$ cat src/hw/rtl/uer_pkg.sv
// ----------------------------------------------------------------------------
// uer_pkg
// Types, codes and fixed constants of the ultrasonic echo ranger
// ----------------------------------------------------------------------------
`timescale 1ns / 1ps

package uer_pkg;

   localparam int TRIG_BITS       = 8;
   localparam int TIMEOUT_BITS    = 22;
   localparam int HEIGHT_BITS     = 16;
   localparam int DEN_BITS        = 22;
   localparam int STATUS_BITS     = 2;
   localparam int DIST_BITS       = 21;
   localparam int LEVEL_BITS      = 16;
   localparam int ADDR_BITS       = 5;
   localparam int DATA_BITS       = 32;

   localparam int US_PER_CM       = 58;
   localparam int DIST_SHIFT      = 3;
   localparam int DIST_DIVISOR    = US_PER_CM / 2;
   localparam int LEVEL_FRAC_BITS = 14;
   localparam int LEVEL_ONE       = 16384;
   localparam int LEVEL_SAT_CEIL  = 49152;
   localparam logic signed [LEVEL_BITS-1:0] LEVEL_MIN = 16'sh8000;

   localparam logic [STATUS_BITS-1:0] ST_OK      = 2'd0;
   localparam logic [STATUS_BITS-1:0] ST_PING_TO = 2'd1;
   localparam logic [STATUS_BITS-1:0] ST_ECHO_TO = 2'd2;

   localparam logic [TRIG_BITS-1:0]    TRIG_LOW_RESET  = 8'd4;
   localparam logic [TRIG_BITS-1:0]    TRIG_HIGH_RESET = 8'd10;
   localparam logic [TIMEOUT_BITS-1:0] PING_TO_RESET   = 22'd20000;
   localparam logic [TIMEOUT_BITS-1:0] ECHO_TO_RESET   = 22'd2320000;
   localparam logic [HEIGHT_BITS-1:0]  TANK_H_RESET    = 16'd100;

   typedef enum logic [2:0] {
      REG_TRIG_LOW,
      REG_TRIG_HIGH,
      REG_PING_TO,
      REG_ECHO_TO,
      REG_TANK_H
   } reg_index_type;

   typedef enum logic [2:0] {
      PH_IDLE,
      PH_LOW,
      PH_HIGH,
      PH_WAIT,
      PH_ECHO
   } phase_type;

   typedef enum logic [1:0] {
      ENG_IDLE,
      ENG_DIST,
      ENG_LEVEL,
      ENG_HOLD
   } eng_type;

   typedef struct packed {
      logic [TRIG_BITS-1:0]    trig_low;
      logic [TRIG_BITS-1:0]    trig_high;
      logic [TIMEOUT_BITS-1:0] ping_to;
      logic [TIMEOUT_BITS-1:0] echo_to;
      logic [HEIGHT_BITS-1:0]  tank_h;
   } cfg_type;

   typedef struct packed {
      logic                   trigger_drive;
      logic                   drive_enable;
      logic                   busy;
      logic                   done;
      logic [STATUS_BITS-1:0] status;
      logic                   finish;
   } seq_out_type;

endpackage

$ cat src/hw/rtl/uer_seq.sv
// ----------------------------------------------------------------------------
// uer_seq
// Per-tick measurement sequencer: trigger pulse, echo wait and echo count
// ----------------------------------------------------------------------------
`timescale 1ns / 1ps

module uer_seq #(
   parameter int COUNT_BITS = 22
) (
   input  logic                    clock,
   input  logic                    reset,
   input  logic                    step,
   input  logic                    operation,
   input  logic                    echo_level,
   input  uer_pkg::cfg_type        cfg,
   output uer_pkg::seq_out_type    seq_out,
   output logic [COUNT_BITS-1:0]   width
);

   localparam int CMP_BITS = (COUNT_BITS > uer_pkg::TIMEOUT_BITS) ?
                             COUNT_BITS : uer_pkg::TIMEOUT_BITS;
   localparam logic [COUNT_BITS-1:0] COUNT_MAX = {COUNT_BITS{1'b1}};

   uer_pkg::phase_type               phase_ff, phase_in;
   logic [COUNT_BITS-1:0]            tick_ff, tick_in, tick_bump;
   logic [uer_pkg::STATUS_BITS-1:0]  status_ff, status_in;
   logic                             done_ff, done_in;
   logic                             finish;
   logic [CMP_BITS-1:0]              bump_ext;
   logic                             at_max, low_end, high_end;
   logic                             ping_exp, echo_exp, echo_exp_first;

   // counter step and limit checks
   always_comb begin
      tick_bump      = (tick_ff == COUNT_MAX) ? tick_ff : tick_ff + 1'b1;
      at_max         = (tick_bump == COUNT_MAX);
      bump_ext       = CMP_BITS'(tick_bump);
      low_end        = bump_ext >= CMP_BITS'(cfg.trig_low);
      high_end       = bump_ext >= CMP_BITS'(cfg.trig_high);
      ping_exp       = (bump_ext >= CMP_BITS'(cfg.ping_to)) || at_max;
      echo_exp       = (bump_ext >= CMP_BITS'(cfg.echo_to)) || at_max;
      echo_exp_first = CMP_BITS'(cfg.echo_to) <= CMP_BITS'(1);
   end

   // next phase
   always_comb begin
      phase_in = phase_ff;
      if (step) begin
         unique case (phase_ff)
            uer_pkg::PH_IDLE: begin
               if (operation) begin
                  phase_in = (cfg.trig_low != '0) ? uer_pkg::PH_LOW : uer_pkg::PH_HIGH;
               end
            end
            uer_pkg::PH_LOW: begin
               if (low_end) begin
                  phase_in = uer_pkg::PH_HIGH;
               end
            end
            uer_pkg::PH_HIGH: begin
               if (high_end) begin
                  phase_in = uer_pkg::PH_WAIT;
               end
            end
            uer_pkg::PH_WAIT: begin
               if (echo_level) begin
                  phase_in = echo_exp_first ? uer_pkg::PH_IDLE : uer_pkg::PH_ECHO;
               end else if (ping_exp) begin
                  phase_in = uer_pkg::PH_IDLE;
               end
            end
            uer_pkg::PH_ECHO: begin
               if (!echo_level || echo_exp) begin
                  phase_in = uer_pkg::PH_IDLE;
               end
            end
            default: begin
               phase_in = uer_pkg::PH_IDLE;
            end
         endcase
      end
   end

   // counter, status and done
   always_comb begin
      tick_in   = tick_ff;
      status_in = status_ff;
      done_in   = done_ff;
      finish    = 1'b0;
      if (step) begin
         done_in = 1'b0;
         unique case (phase_ff)
            uer_pkg::PH_IDLE: begin
               if (operation) begin
                  tick_in = '0;
               end
            end
            uer_pkg::PH_LOW: begin
               tick_in = low_end ? '0 : tick_bump;
            end
            uer_pkg::PH_HIGH: begin
               tick_in = high_end ? '0 : tick_bump;
            end
            uer_pkg::PH_WAIT: begin
               if (echo_level) begin
                  tick_in = COUNT_BITS'(1);
                  if (echo_exp_first) begin
                     status_in = uer_pkg::ST_ECHO_TO;
                     done_in   = 1'b1;
                  end
               end else begin
                  tick_in = tick_bump;
                  if (ping_exp) begin
                     status_in = uer_pkg::ST_PING_TO;
                     done_in   = 1'b1;
                  end
               end
            end
            uer_pkg::PH_ECHO: begin
               if (echo_level) begin
                  tick_in = tick_bump;
                  if (echo_exp) begin
                     status_in = uer_pkg::ST_ECHO_TO;
                     done_in   = 1'b1;
                  end
               end else begin
                  status_in = uer_pkg::ST_OK;
                  done_in   = 1'b1;
                  finish    = 1'b1;
               end
            end
            default: begin
            end
         endcase
      end
   end

   // outputs
   always_comb begin
      seq_out.trigger_drive = (phase_ff == uer_pkg::PH_HIGH);
      seq_out.drive_enable  = (phase_ff == uer_pkg::PH_HIGH) || (phase_ff == uer_pkg::PH_LOW);
      seq_out.busy          = (phase_ff != uer_pkg::PH_IDLE);
      seq_out.done          = done_ff;
      seq_out.status        = status_ff;
      seq_out.finish        = finish;
      width                 = tick_ff;
   end

   always_ff @(posedge clock) begin
      if (reset) begin
         phase_ff  <= uer_pkg::PH_IDLE;
         tick_ff   <= '0;
         status_ff <= uer_pkg::ST_OK;
         done_ff   <= 1'b0;
      end else begin
         phase_ff  <= phase_in;
         tick_ff   <= tick_in;
         status_ff <= status_in;
         done_ff   <= done_in;
      end
   end

endmodule

$ cat src/hw/rtl/uer_div.sv
// ----------------------------------------------------------------------------
// uer_div
// Bit-serial restoring divider, one quotient bit per cycle
// ----------------------------------------------------------------------------
`timescale 1ns / 1ps

module uer_div #(
   parameter int DVD_BITS = 36
) (
   input  logic                          clock,
   input  logic                          reset,
   input  logic                          start,
   input  logic [DVD_BITS-1:0]           dividend,
   input  logic [uer_pkg::DEN_BITS-1:0]  divisor,
   output logic [DVD_BITS-1:0]           quotient,
   output logic                          rem_nonzero,
   output logic                          done
);

   localparam int CNT_BITS = $clog2(DVD_BITS);
   localparam int DEN_BITS = uer_pkg::DEN_BITS;

   logic                 busy_ff, busy_in;
   logic                 done_ff, done_in;
   logic [CNT_BITS-1:0]  count_ff, count_in;
   logic [DVD_BITS-1:0]  acc_ff, acc_in;
   logic [DEN_BITS-1:0]  rem_ff, rem_in;
   logic [DEN_BITS-1:0]  dsr_ff, dsr_in;
   logic [DEN_BITS:0]    rem_sh, rem_diff;
   logic                 fits, last;

   always_comb begin
      rem_sh   = {rem_ff, acc_ff[DVD_BITS-1]};
      rem_diff = rem_sh - {1'b0, dsr_ff};
      fits     = rem_sh >= {1'b0, dsr_ff};
      last     = (count_ff == CNT_BITS'(DVD_BITS - 1));
   end

   always_comb begin
      busy_in  = busy_ff;
      done_in  = busy_ff && last;
      count_in = count_ff;
      acc_in   = acc_ff;
      rem_in   = rem_ff;
      dsr_in   = dsr_ff;
      if (start) begin
         busy_in  = 1'b1;
         count_in = '0;
         acc_in   = dividend;
         rem_in   = '0;
         dsr_in   = divisor;
      end else if (busy_ff) begin
         busy_in  = !last;
         count_in = count_ff + 1'b1;
         acc_in   = {acc_ff[DVD_BITS-2:0], fits};
         rem_in   = fits ? rem_diff[DEN_BITS-1:0] : rem_sh[DEN_BITS-1:0];
      end
   end

   assign quotient    = acc_ff;
   assign rem_nonzero = (rem_ff != '0);
   assign done        = done_ff;

   always_ff @(posedge clock) begin
      if (reset) begin
         busy_ff  <= 1'b0;
         done_ff  <= 1'b0;
         count_ff <= '0;
      end else begin
         busy_ff  <= busy_in;
         done_ff  <= done_in;
         count_ff <= count_in;
      end
   end

   always_ff @(posedge clock) begin
      acc_ff <= acc_in;
      rem_ff <= rem_in;
      dsr_ff <= dsr_in;
   end

endmodule

$ cat src/hw/rtl/ultrasonic_echo_ranger.sv
// ----------------------------------------------------------------------------
// ultrasonic_echo_ranger
// Single-pin ultrasonic ranger stepped by microsecond ticks, with distance
// and tank fill level computed on a shared bit-serial divider
// ----------------------------------------------------------------------------
// channel  direction  handshake             payload
// req      in         req_valid/req_stall   operation, echo_level
// rsp      out        rsp_valid/rsp_stall   pin drive, busy, done, status, distance, level
// csr      in/out     psel/penable/pready   five registers at byte address 4*index
//
// a tick transaction waits in the engine hold state until the output register is free
// the transaction that ends a good echo runs two divisions on the shared divider,
// one quotient bit per cycle, distance first, then level
// one transaction in flight; the next is taken while a result waits in the output register
// ready once synchronous reset is released, no clearing pass
// ----------------------------------------------------------------------------
`timescale 1ns / 1ps

module ultrasonic_echo_ranger #(
   parameter int COUNT_BITS = 22
) (
   input  logic                                   clock,
   input  logic                                   reset,
   input  logic                                   req_valid,
   output logic                                   req_stall,
   input  logic                                   req_operation,
   input  logic                                   req_echo_level,
   output logic                                   rsp_valid,
   input  logic                                   rsp_stall,
   output logic                                   rsp_trigger_drive,
   output logic                                   rsp_drive_enable,
   output logic                                   rsp_busy_res,
   output logic                                   rsp_done_res,
   output logic [uer_pkg::STATUS_BITS-1:0]        rsp_status,
   output logic [uer_pkg::DIST_BITS-1:0]          rsp_distance_x16,
   output logic signed [uer_pkg::LEVEL_BITS-1:0]  rsp_level_q14,
   input  logic                                   csr_psel,
   input  logic                                   csr_penable,
   input  logic                                   csr_pwrite,
   input  logic [uer_pkg::ADDR_BITS-1:0]          csr_paddr,
   input  logic [uer_pkg::DATA_BITS-1:0]          csr_pwdata,
   output logic [uer_pkg::DATA_BITS-1:0]          csr_prdata,
   output logic                                   csr_pready
);

   localparam int DVD_BITS   = COUNT_BITS + uer_pkg::LEVEL_FRAC_BITS;
   localparam int DEN_BITS   = uer_pkg::DEN_BITS;
   localparam int DIST_BITS  = uer_pkg::DIST_BITS;
   localparam int LEVEL_BITS = uer_pkg::LEVEL_BITS;

   uer_pkg::cfg_type              cfg_ff, cfg_in;
   uer_pkg::reg_index_type        csr_index;
   logic                          csr_wr;

   uer_pkg::eng_type              eng_ff, eng_in;
   uer_pkg::seq_out_type          seq_out;
   logic [COUNT_BITS-1:0]         seq_width;
   logic [COUNT_BITS-1:0]         width_ff, width_in;
   logic                          accept, out_free, out_load;
   logic                          div_start, div_done, div_rem_nz;
   logic                          dist_store, level_store, use_level;
   logic [DVD_BITS-1:0]           div_dividend, div_quotient;
   logic [DEN_BITS-1:0]           div_divisor, height_ext, den;

   logic [DIST_BITS-1:0]          last_distance_ff, last_distance_in;
   logic signed [LEVEL_BITS-1:0]  last_level_ff, last_level_in;
   logic [LEVEL_BITS:0]           level_raw;
   logic                          level_sat;

   logic                               rsp_valid_ff, rsp_valid_in;
   logic                               rsp_trigger_drive_ff, rsp_drive_enable_ff;
   logic                               rsp_busy_res_ff, rsp_done_res_ff;
   logic [uer_pkg::STATUS_BITS-1:0]    rsp_status_ff;
   logic [DIST_BITS-1:0]               rsp_distance_x16_ff;
   logic signed [LEVEL_BITS-1:0]       rsp_level_q14_ff;

   // register port
   always_comb begin
      csr_pready = 1'b1;
      csr_wr     = csr_psel && csr_penable && csr_pwrite && csr_pready;
      csr_index  = uer_pkg::reg_index_type'(csr_paddr[uer_pkg::ADDR_BITS-1:2]);
      cfg_in     = cfg_ff;
      csr_prdata = '0;
      unique case (csr_index)
         uer_pkg::REG_TRIG_LOW: begin
            csr_prdata = 32'(cfg_ff.trig_low);
            if (csr_wr) cfg_in.trig_low = csr_pwdata[uer_pkg::TRIG_BITS-1:0];
         end
         uer_pkg::REG_TRIG_HIGH: begin
            csr_prdata = 32'(cfg_ff.trig_high);
            if (csr_wr) cfg_in.trig_high = csr_pwdata[uer_pkg::TRIG_BITS-1:0];
         end
         uer_pkg::REG_PING_TO: begin
            csr_prdata = 32'(cfg_ff.ping_to);
            if (csr_wr) cfg_in.ping_to = csr_pwdata[uer_pkg::TIMEOUT_BITS-1:0];
         end
         uer_pkg::REG_ECHO_TO: begin
            csr_prdata = 32'(cfg_ff.echo_to);
            if (csr_wr) cfg_in.echo_to = csr_pwdata[uer_pkg::TIMEOUT_BITS-1:0];
         end
         uer_pkg::REG_TANK_H: begin
            csr_prdata = 32'(cfg_ff.tank_h);
            if (csr_wr) cfg_in.tank_h = csr_pwdata[uer_pkg::HEIGHT_BITS-1:0];
         end
         default: begin
         end
      endcase
   end

   assign accept = req_valid && !req_stall;

   uer_seq #(
      .COUNT_BITS (COUNT_BITS)
   ) u_seq (
      .clock      (clock),
      .reset      (reset),
      .step       (accept),
      .operation  (req_operation),
      .echo_level (req_echo_level),
      .cfg        (cfg_ff),
      .seq_out    (seq_out),
      .width      (seq_width)
   );

   // zero height counts as one centimeter
   always_comb begin
      height_ext = (cfg_ff.tank_h == '0) ? DEN_BITS'(1) : DEN_BITS'(cfg_ff.tank_h);
      den        = height_ext * DEN_BITS'(uer_pkg::US_PER_CM);
   end

   always_comb begin
      div_dividend = use_level ? {width_ff, {uer_pkg::LEVEL_FRAC_BITS{1'b0}}} :
                                 DVD_BITS'({seq_width, {uer_pkg::DIST_SHIFT{1'b0}}});
      div_divisor  = use_level ? den : DEN_BITS'(uer_pkg::DIST_DIVISOR);
   end

   uer_div #(
      .DVD_BITS (DVD_BITS)
   ) u_div (
      .clock       (clock),
      .reset       (reset),
      .start       (div_start),
      .dividend    (div_dividend),
      .divisor     (div_divisor),
      .quotient    (div_quotient),
      .rem_nonzero (div_rem_nz),
      .done        (div_done)
   );

   // level = 16384 - ceil(width * 16384 / den), floored at -2.0
   always_comb begin
      level_sat = (div_quotient >= DVD_BITS'(uer_pkg::LEVEL_SAT_CEIL)) ||
                  ((div_quotient == DVD_BITS'(uer_pkg::LEVEL_SAT_CEIL - 1)) && div_rem_nz);
      level_raw = (LEVEL_BITS + 1)'(uer_pkg::LEVEL_ONE) - {1'b0, div_quotient[LEVEL_BITS-1:0]}
                  - (LEVEL_BITS + 1)'(div_rem_nz);
   end

   // engine next state
   always_comb begin
      eng_in = eng_ff;
      unique case (eng_ff)
         uer_pkg::ENG_IDLE: begin
            if (accept) begin
               eng_in = seq_out.finish ? uer_pkg::ENG_DIST : uer_pkg::ENG_HOLD;
            end
         end
         uer_pkg::ENG_DIST: begin
            if (div_done) eng_in = uer_pkg::ENG_LEVEL;
         end
         uer_pkg::ENG_LEVEL: begin
            if (div_done) eng_in = uer_pkg::ENG_HOLD;
         end
         uer_pkg::ENG_HOLD: begin
            if (out_free) eng_in = uer_pkg::ENG_IDLE;
         end
         default: begin
            eng_in = uer_pkg::ENG_IDLE;
         end
      endcase
   end

   // engine outputs
   always_comb begin
      out_free    = !rsp_valid_ff || !rsp_stall;
      req_stall   = (eng_ff != uer_pkg::ENG_IDLE);
      use_level   = (eng_ff != uer_pkg::ENG_IDLE);
      dist_store  = (eng_ff == uer_pkg::ENG_DIST) && div_done;
      level_store = (eng_ff == uer_pkg::ENG_LEVEL) && div_done;
      div_start   = ((eng_ff == uer_pkg::ENG_IDLE) && accept && seq_out.finish) || dist_store;
      out_load    = (eng_ff == uer_pkg::ENG_HOLD) && out_free;
   end

   always_comb begin
      width_in         = div_start && !use_level ? seq_width : width_ff;
      last_distance_in = dist_store ? div_quotient[DIST_BITS-1:0] : last_distance_ff;
      last_level_in    = last_level_ff;
      if (level_store) begin
         last_level_in = level_sat ? uer_pkg::LEVEL_MIN : level_raw[LEVEL_BITS-1:0];
      end
      rsp_valid_in = out_load ? 1'b1 : (rsp_valid_ff && rsp_stall);
   end

   always_ff @(posedge clock) begin
      if (reset) begin
         cfg_ff.trig_low  <= uer_pkg::TRIG_LOW_RESET;
         cfg_ff.trig_high <= uer_pkg::TRIG_HIGH_RESET;
         cfg_ff.ping_to   <= uer_pkg::PING_TO_RESET;
         cfg_ff.echo_to   <= uer_pkg::ECHO_TO_RESET;
         cfg_ff.tank_h    <= uer_pkg::TANK_H_RESET;
         eng_ff           <= uer_pkg::ENG_IDLE;
         last_distance_ff <= '0;
         last_level_ff    <= '0;
         rsp_valid_ff     <= 1'b0;
      end else begin
         cfg_ff           <= cfg_in;
         eng_ff           <= eng_in;
         last_distance_ff <= last_distance_in;
         last_level_ff    <= last_level_in;
         rsp_valid_ff     <= rsp_valid_in;
      end
   end

   always_ff @(posedge clock) begin
      width_ff <= width_in;
      if (out_load) begin
         rsp_trigger_drive_ff <= seq_out.trigger_drive;
         rsp_drive_enable_ff  <= seq_out.drive_enable;
         rsp_busy_res_ff      <= seq_out.busy;
         rsp_done_res_ff      <= seq_out.done;
         rsp_status_ff        <= seq_out.status;
         rsp_distance_x16_ff  <= last_distance_ff;
         rsp_level_q14_ff     <= last_level_ff;
      end
   end

   assign rsp_valid         = rsp_valid_ff;
   assign rsp_trigger_drive = rsp_trigger_drive_ff;
   assign rsp_drive_enable  = rsp_drive_enable_ff;
   assign rsp_busy_res      = rsp_busy_res_ff;
   assign rsp_done_res      = rsp_done_res_ff;
   assign rsp_status        = rsp_status_ff;
   assign rsp_distance_x16  = rsp_distance_x16_ff;
   assign rsp_level_q14     = rsp_level_q14_ff;

endmodule

$ cat config.mk
export PLATFORM = sky130hd
export DESIGN_NAME = ultrasonic_echo_ranger
export DESIGN_NICKNAME = d
export VERILOG_FILES = /design/src/hw/rtl/uer_pkg.sv /design/src/hw/rtl/uer_seq.sv /design/src/hw/rtl/uer_div.sv /design/src/hw/rtl/ultrasonic_echo_ranger.sv
export SDC_FILE = /design/constraint.sdc
export NUM_CORES = 1
export LEC_CHECK = 0
export ABC_AREA = 1
export BUFFER_PORTS_ARGS = -buffer_cell sky130_fd_sc_hd__buf_2
export CAP_MARGIN = 20
export CELL_PAD_IN_SITES_DETAIL_PLACEMENT = 0
export CELL_PAD_IN_SITES_GLOBAL_PLACEMENT = 1
export CORE_ASPECT_RATIO = 0.8
export CORE_MARGIN = 1
export CORE_UTILIZATION = 34
export CTS_CLUSTER_DIAMETER = 60
export CTS_CLUSTER_SIZE = 10
export DETAILED_ROUTE_END_ITERATION = 16
export PLACE_DENSITY_LB_ADDON = 0.1
export SYNTH_ARGS = -nofsm -noshare
export SYNTH_HDL_FRONTEND = slang
export SYNTH_SLANG_ARGS = --single-unit
$ cat constraint.sdc
create_clock -name clock -period 6.8 [get_ports clock]
set_input_delay 1.02 -clock clock [delete_from_list [all_inputs] [get_ports clock]]
set_output_delay 1.02 -clock clock [all_outputs]
set_load 0.03 [all_outputs]
# == Word-level counts from Yosys, hierarchy flattened ==
# Cells that the tools add are included.
# word_totals
ff_bits,297
latch_bits,0
mem_bits_rw,0
mem_bits_ro,0
input_bits,46
output_inout_bits,78
wordCells,161
n_memories,0
# op_classes
n_addsub,5
n_mul,1
div,0
magnitude_cmp,7
n_eq_ne,27
shifts,0
muxes,48
bitwise,0
n_reduce_logical,45
# ops
cell,n
one-hot mux 22 bit (5 select lines),2
2-to-1 mux 22 bit,7
2-to-1 mux 36 bit,3
"equality test 22 bit, second input constant",2
>= comparator 22 bit,2
>= comparator 22 x 8 -> 1 bit,2
"equality test 36 x 16 -> 1 bit, second input constant",1
">= comparator 36 x 16 -> 1 bit, second input constant",1
2-to-1 mux 16 bit,2
>= comparator 23 x 22 -> 1 bit,1
"adder 22 x 1 -> 22 bit, second input constant",1
"less-or-equal comparator 22 x 1 -> 1 bit, second input constant",1
2-to-1 mux 2 bit,11
nonzero test 22 bit,1
subtractor 22 bit,1
"multiplier 16 x 5 -> 21 bit, second input constant",1
2-to-1 mux 3 bit,7
zero test 16 bit,1
"subtractor 15 x 16 -> 16 bit, first input constant",1
subtractor 16 x 1 -> 16 bit,1
one-hot mux 3 bit (5 select lines),1
"equality test 3 x 2 -> 1 bit, second input constant",4
logical AND 1 bit,12
2-to-1 mux 1 bit,12
other kinds (25),55

# == Logic depth before layout (Yosys ltp) ==
# logic_depth
ltp_word,7
depth_mapped,28

# == Modules after synthesis ==
# From an unflattened synthesis, not the netlist that was laid out.
# unflattened
cells_unflattened,2688
area_unflattened_um2,19608.8
# modules_own_cells
module,n_inst,cells_per_inst,area_per_inst_um2,seq_area_each_um2
ultrasonic_echo_ranger,1,1297,10268.6,4274.1
uer_div,1,716,5315.1,2342.2
uer_seq,1,675,4025.1,560.5

# == Worst setup path after synthesis ==
# OpenSTA, ideal clock, no wires.
# synth_timing
path_kind,reg-to-reg
startpoint,reg cfg_ff[2] (netlist name)
endpoint,reg u_div.dsr_ff[20] (data pin)
setup_time_ns,0.253
arrival_ns,4.088
slack_ns,2.459
stages_incl_launch_ff,25
n_path_buf,0
synth_period_minus_slack_ns,4.341
path_cell_list,dfxtp_1 -> inv_1 -> ha_1 -> nand2_1 -> nor2_1 -> nand2_1 -> inv_1 -> nor2_1 -> fa_1 -> ha_1 -> inv_1 -> fa_1 -> inv_1 -> ha_1 -> nand2_1 -> o21ai_0 -> a21oi_1 -> inv_1 -> a21oi_1 -> o21bai_1 -> nand2_1 -> a21oi_1 -> a41oi_1 -> nor2_1 -> nor2_1
# synth_between
elab_chain_len,3
# synth_rtl
item,line,text
from (decl),ultrasonic_echo_ranger.sv:51,"uer_pkg::cfg_type cfg_ff, cfg_in;"
from (signal assigned),ultrasonic_echo_ranger.sv:215,cfg_ff <= cfg_in;
zero test 16 bit,ultrasonic_echo_ranger.sv:127,height_ext = (cfg_ff.tank_h == '0) ? DEN_BITS'(1) : DEN_BITS'(cfg_ff.tank_h);
2-to-1 mux 16 bit (*),ultrasonic_echo_ranger.sv:127,
multiplier 16 x 5 -> 21 bit (*),ultrasonic_echo_ranger.sv:128,den = height_ext * DEN_BITS'(uer_pkg::US_PER_CM);
to (signal assigned),uer_div.sv:79,dsr_ff <= dsr_in;
to (decl),uer_div.sv:28,"logic [DEN_BITS-1:0] dsr_ff, dsr_in;"
# Mark *: on every way between the ends. The rest lies on a longest branch, timed or not.
# A chain may end at the register's enable or synchronous reset.

# == Final worst setup path ==
# layout_timing
startpoint,reg cfg_ff[13] (netlist name)
endpoint,reg u_div.dsr_ff[20] (data pin)
# The elaborated chain is that of the path after synthesis.

==> results.md <==
- The class of the tightest hold or removal check is flip-flop to flip-flop.
- Post-CTS repair changed the size of 0 cells.
- The number of cells produced by synthesis is approximately 2200.
- The setup slack of the critical path after layout is around 1600 ps.
- The number of global-route vias before repair was roughly 14000.
- For this design, the sink count on the clock tree is 297.
- For this design, the CTS-stage hold fixing added 0 buffers.
- The count of final max-slew check failures was 0.
- The pin count of the biggest net entering global routing is 93.
- The wire length after detailed routing is 52400 um.
- In this run the post-CTS setup repair buffer count came out at 0.
- The launching point of the worst reg2reg path is cfg_ff[13].
- For this design the ratio of total power to cell area is about 290 nW/um^2.
- By area the synthesized netlist is led by sky130_fd_sc_hd__edfxtp_1 (21%), sky130_fd_sc_hd__dfxtp_1 (20%), sky130_fd_sc_hd__ha_1 (11%).
- Setup repair after global routing left no endpoint under its margin.
- For the pin with the worst max-slew slack, the measured transition is 1150 ps.
- The quantity of I/O buffers inserted on ports is 100.
- The fraction of layout cells with a size suffix above 1 is 9.41%.
- The first global-routing pass estimated just over 80000 um of wire.
- The count of nets left with antenna violations once routing finished came out at 0.
- The register-to-register setup slack is 1580 ps.
- The detailed router put a total of 27100 um of wire on met1.
- The destination of the worst register-to-register timing path is u_div.dsr_ff[20].
- The reported max-cap violation count is 0.
- The clock transition at the registers of the reported paths is 50 ps.
- The highest attainable clock frequency is ~0.19 GHz.
- The leading cell type by number of instances after synthesis is sky130_fd_sc_hd__nand2_1.
- The critical path arrival is ~5500 ps.
- TritonCTS created between 40 and 50 clock buffers.
- The main flop type after synthesis is sky130_fd_sc_hd__dfxtp_1.
- The worst slack at placement is 1580 ps.
- The number of enable flip-flop cells after synthesis is around 120.
- The die is approximately 260 um wide.
- The routed design could run at a clock period as short as roughly 5200 ps.
- The violation count after the first detailed-routing iteration is between 800 and 900.
- The number of detailed-route iterations in the first pass is 7.
- The setup path with the least slack is of type flip-flop to flip-flop.
- Leaving out filler cells and counting taps, the final layout contains about 3000.
- The worst hold path was traced through 0 stages.
- Synthesis inferred 297 register bits.
- The global route total overflow is 0.
- The floorplan step set the die height to 205 um.
- The top cell type by total area after synthesis is sky130_fd_sc_hd__edfxtp_1.
- From synthesis to final layout, the design area changed by 14.0%.
- Dividing the detail-routed via count by the number of cells gives 4.94.
- IR analysis of the VDD net gives a maximum drop of roughly 160 uV.
- After synthesis, the mean cell area works out to 8.14 um^2.
- The highest metal layer with signal wires is met4.
- The number of antenna violations at the first check in global routing is 0.
- The CTS tree is yes.
- The worst reg-to-reg path cell count is 23.
- Global routing consumed, over all layers together, roughly a fifth of the routing resources.
- The share of flip-flops with an asynchronous set or reset is 0%.
- The flow ran to the end, and the final reports show no timing, DRC or antenna violations.
- The setup total negative slack is 0 ps.
- In the final design database the tool counted ~2500 nets.
- The clock skew after layout is approximately 22 ps.
- Clock latency on the worst-skew pair, taken at its later pin, is between 500 and 600 ps.
- The register area share after synthesis is roughly 41%.
- The worst slew slack as a fraction of its limit is a little under a quarter.
- The final setup violation count is 0.
- Of all nets on the critical path, the largest fanout is 6.
- Of the available clock period, the critical path in the final layout requires 76.8%.
- The end point of the most critical hold path is rsp_distance_x16[11].
- The worst hold path begins at last_distance_ff[11].
- The type of destination of the critical path is a flip-flop.
- The overall via count from detail_route is roughly 15000.
- Summed over all cells, the static leakage comes to a little under 9 nW.
- The buffer type at the clock tree root is sky130_fd_sc_hd__clkbuf_16.
- Counting along the longest clock path gives a buffer depth of 3.
- The filler cell count is approximately 5300.
- After detailed routing, the number of remaining DRC violations is 0.
- After detailed placement, the design holds a cell count of ~2900.
- The top-area cell type share of the netlist area is a little over a fifth.
- The average routed wire per standard cell is roughly 18 um.
- Ranked by instance count, the synthesized netlist is headed by sky130_fd_sc_hd__nand2_1 (374), sky130_fd_sc_hd__inv_1 (322), sky130_fd_sc_hd__a21oi_1 (221).
- Routability-driven placement finished with a final weighted congestion of roughly 0.86.
- After floorplanning, the core was sized to cover about 51000 um^2.
- The synthesis warning total is 0.
- The post-synth design cell area is roughly 18000 um^2.
- The category of the worst setup path launch point is a flip-flop.
- The data required time at the worst endpoint is ~7100 ps.
- The final number of hold-violating endpoints is 0.
- The floorplan step defined a die boundary enclosing roughly 53000 um^2.
- During I/O placement, the number of pins put on the boundary was between 100 and 150.
- After detailed routing, the met2 layer carries 21600 um of wire.
- The depth of the CTS H-tree is 2.
- The number of different library cells used by synthesis comes to between 50 and 60.
- Detailed placement ended at an HPWL of about 40000 um.
- The initialized floorplan defines 74 standard-cell rows.
- The initial standard-cell utilization of the core is 34.5%.
- After detailed routing, the met3 layer carries between 2000 and 3000 um of wire.
==> cell usage in the layout, fill, tap and decap left out, types with 24 or more instances in the layout <==
| cell | instances |
|---|---|
| sky130_fd_sc_hd__nor3_1 | 24 |
| sky130_fd_sc_hd__buf_2 | 100 |
| sky130_fd_sc_hd__o21ai_0 | 177 |
| sky130_fd_sc_hd__o211ai_1 | 26 |
| sky130_fd_sc_hd__nand2_1 | 374 |
| sky130_fd_sc_hd__o22ai_1 | 30 |
| sky130_fd_sc_hd__ha_1 | 161 |
| sky130_fd_sc_hd__nand4_1 | 30 |
| sky130_fd_sc_hd__edfxtp_1 | 123 |
| sky130_fd_sc_hd__inv_1 | 320 |
| sky130_fd_sc_hd__clkbuf_16 | 41 |
| sky130_fd_sc_hd__nand3_1 | 67 |
| sky130_fd_sc_hd__dfxtp_1 | 174 |
| sky130_fd_sc_hd__a21oi_1 | 220 |
| sky130_fd_sc_hd__nor2_1 | 158 |
| sky130_fd_sc_hd__fa_1 | 26 |
==> worst max-delay path: stages (launching register included) <==
cell                       delay [ps]
sky130_fd_sc_hd__dfxtp_1          480
sky130_fd_sc_hd__inv_1            220
sky130_fd_sc_hd__nand4_1          170
sky130_fd_sc_hd__nor4_1            60
sky130_fd_sc_hd__nand2_1          210
sky130_fd_sc_hd__inv_1            170
sky130_fd_sc_hd__nor2_1           330
sky130_fd_sc_hd__fa_1             480
sky130_fd_sc_hd__ha_1             290
sky130_fd_sc_hd__inv_1             50
sky130_fd_sc_hd__fa_1             490
sky130_fd_sc_hd__inv_1             40
sky130_fd_sc_hd__ha_1             330
sky130_fd_sc_hd__nand2_1           60
sky130_fd_sc_hd__o21ai_0          360
sky130_fd_sc_hd__a21oi_1          120
sky130_fd_sc_hd__inv_1            110
sky130_fd_sc_hd__a21oi_1           70
sky130_fd_sc_hd__o21bai_1         150
sky130_fd_sc_hd__nand2_1           90
sky130_fd_sc_hd__a21oi_1          270
sky130_fd_sc_hd__a41oi_1          220
sky130_fd_sc_hd__nor2_1           140
sky130_fd_sc_hd__nor2_1            60
==> where the power goes <==
part / switching [mW] / total [mW] / internal [mW]
sequential: 0.112 / 2.16 / 2.04
combinational: 1.01 / 1.50 / 0.489
clock: 0.838 / 2.10 / 1.27
==> cell type report <==
cell class	count	area [um^2]	area share, %
sequential	297	7180	35.8
inverter	327	1230	6.12
multi-input combinational	1465	8860	44.2
clock buffer	57	1120	5.57
timing repair buffer	113	618	3.08
tap	684	856	4.27
antenna	1	2.50	0.0125
clock inverter	16	194	0.967
==> worst max-delay path by stage <==
| stage | startpoint | to | slack [ps] | cells past startpoint |
|---|---|---|---|---|
| floorplan | cfg_ff[2] | u_div.dsr_ff[20] | 2460 | 24 |
| global placement | cfg_ff[13] | u_div.dsr_ff[20] | 1560 | 23 |
| detailed placement | cfg_ff[13] | u_div.dsr_ff[20] | 1580 | 23 |
| CTS | cfg_ff[13] | u_div.dsr_ff[20] | 1550 | 23 |
| global route | cfg_ff[13] | u_div.dsr_ff[20] | 1100 | 23 |
| finish | cfg_ff[13] | u_div.dsr_ff[20] | 1580 | 23 |
==> sequential cells by signal, indices dropped and copies added (netlist names) <==
| name | flops |
|---|---|
| eng_ff | 2 |
| u_seq.width | 22 |
| u_div.quotient | 36 |
| u_seq.done_ff | 1 |
| rsp_valid | 1 |
| u_div.rem_ff | 22 |
| width_ff | 22 |
| u_div.count_ff | 6 |
| last_level_ff | 16 |
| u_div.busy_ff | 1 |
| rsp_done_res | 1 |
| rsp_busy_res | 1 |
| u_seq.status_ff | 2 |
| rsp_level_q14 | 16 |
| rsp_status | 2 |
| u_div.done | 1 |
| u_div.dsr_ff | 22 |
| rsp_distance_x16 | 21 |
| u_seq.phase_ff | 3 |
| last_distance_ff | 21 |
| rsp_trigger_drive | 1 |
| cfg_ff | 76 |
| rsp_drive_enable | 1 |
==> cell families (layout without fill, tap and decap cells) <==
kind of cell / count (synthesis) / in the layout / synth area share [%]
AND/OR/NAND/NOR: 707 / 707 / 17.3
AO/OA/AOI/OAI: 528 / 528 / 16.8
buffers and inverters: 407 / 513 / 9.06
flip-flops: 297 / 297 / 40.8
adder cells (fa/ha/maj): 187 / 187 / 14.4
XOR/XNOR: 32 / 32 / 1.59
other: 2 / 12 / 0.0427
==> routing by layer <==
metal,up-vias,track usage [%]
met3,63,2.76
met2,314,29.8
li1,7438,-
met5,-,0
met4,0,5.80
met1,6801,29.3
==> through the flow <==
stage / hold WS (ps) / util, % / power, mW / area (um^2)
after detailed placement: 412 / 36.7 / 3.70 / 18700
after CTS: 426 / 39.3 / 5.84 / 20000
after global placement: 411 / 36.7 / 3.69 / 18700
after global routing: 434 / 39.3 / 6.10 / 20100
after floorplan: 403 / - / 3.29 / 17600
final: 427 / 39.3 / 5.76 / 20100
Note: power is estimated with default switching activity, not from simulation.
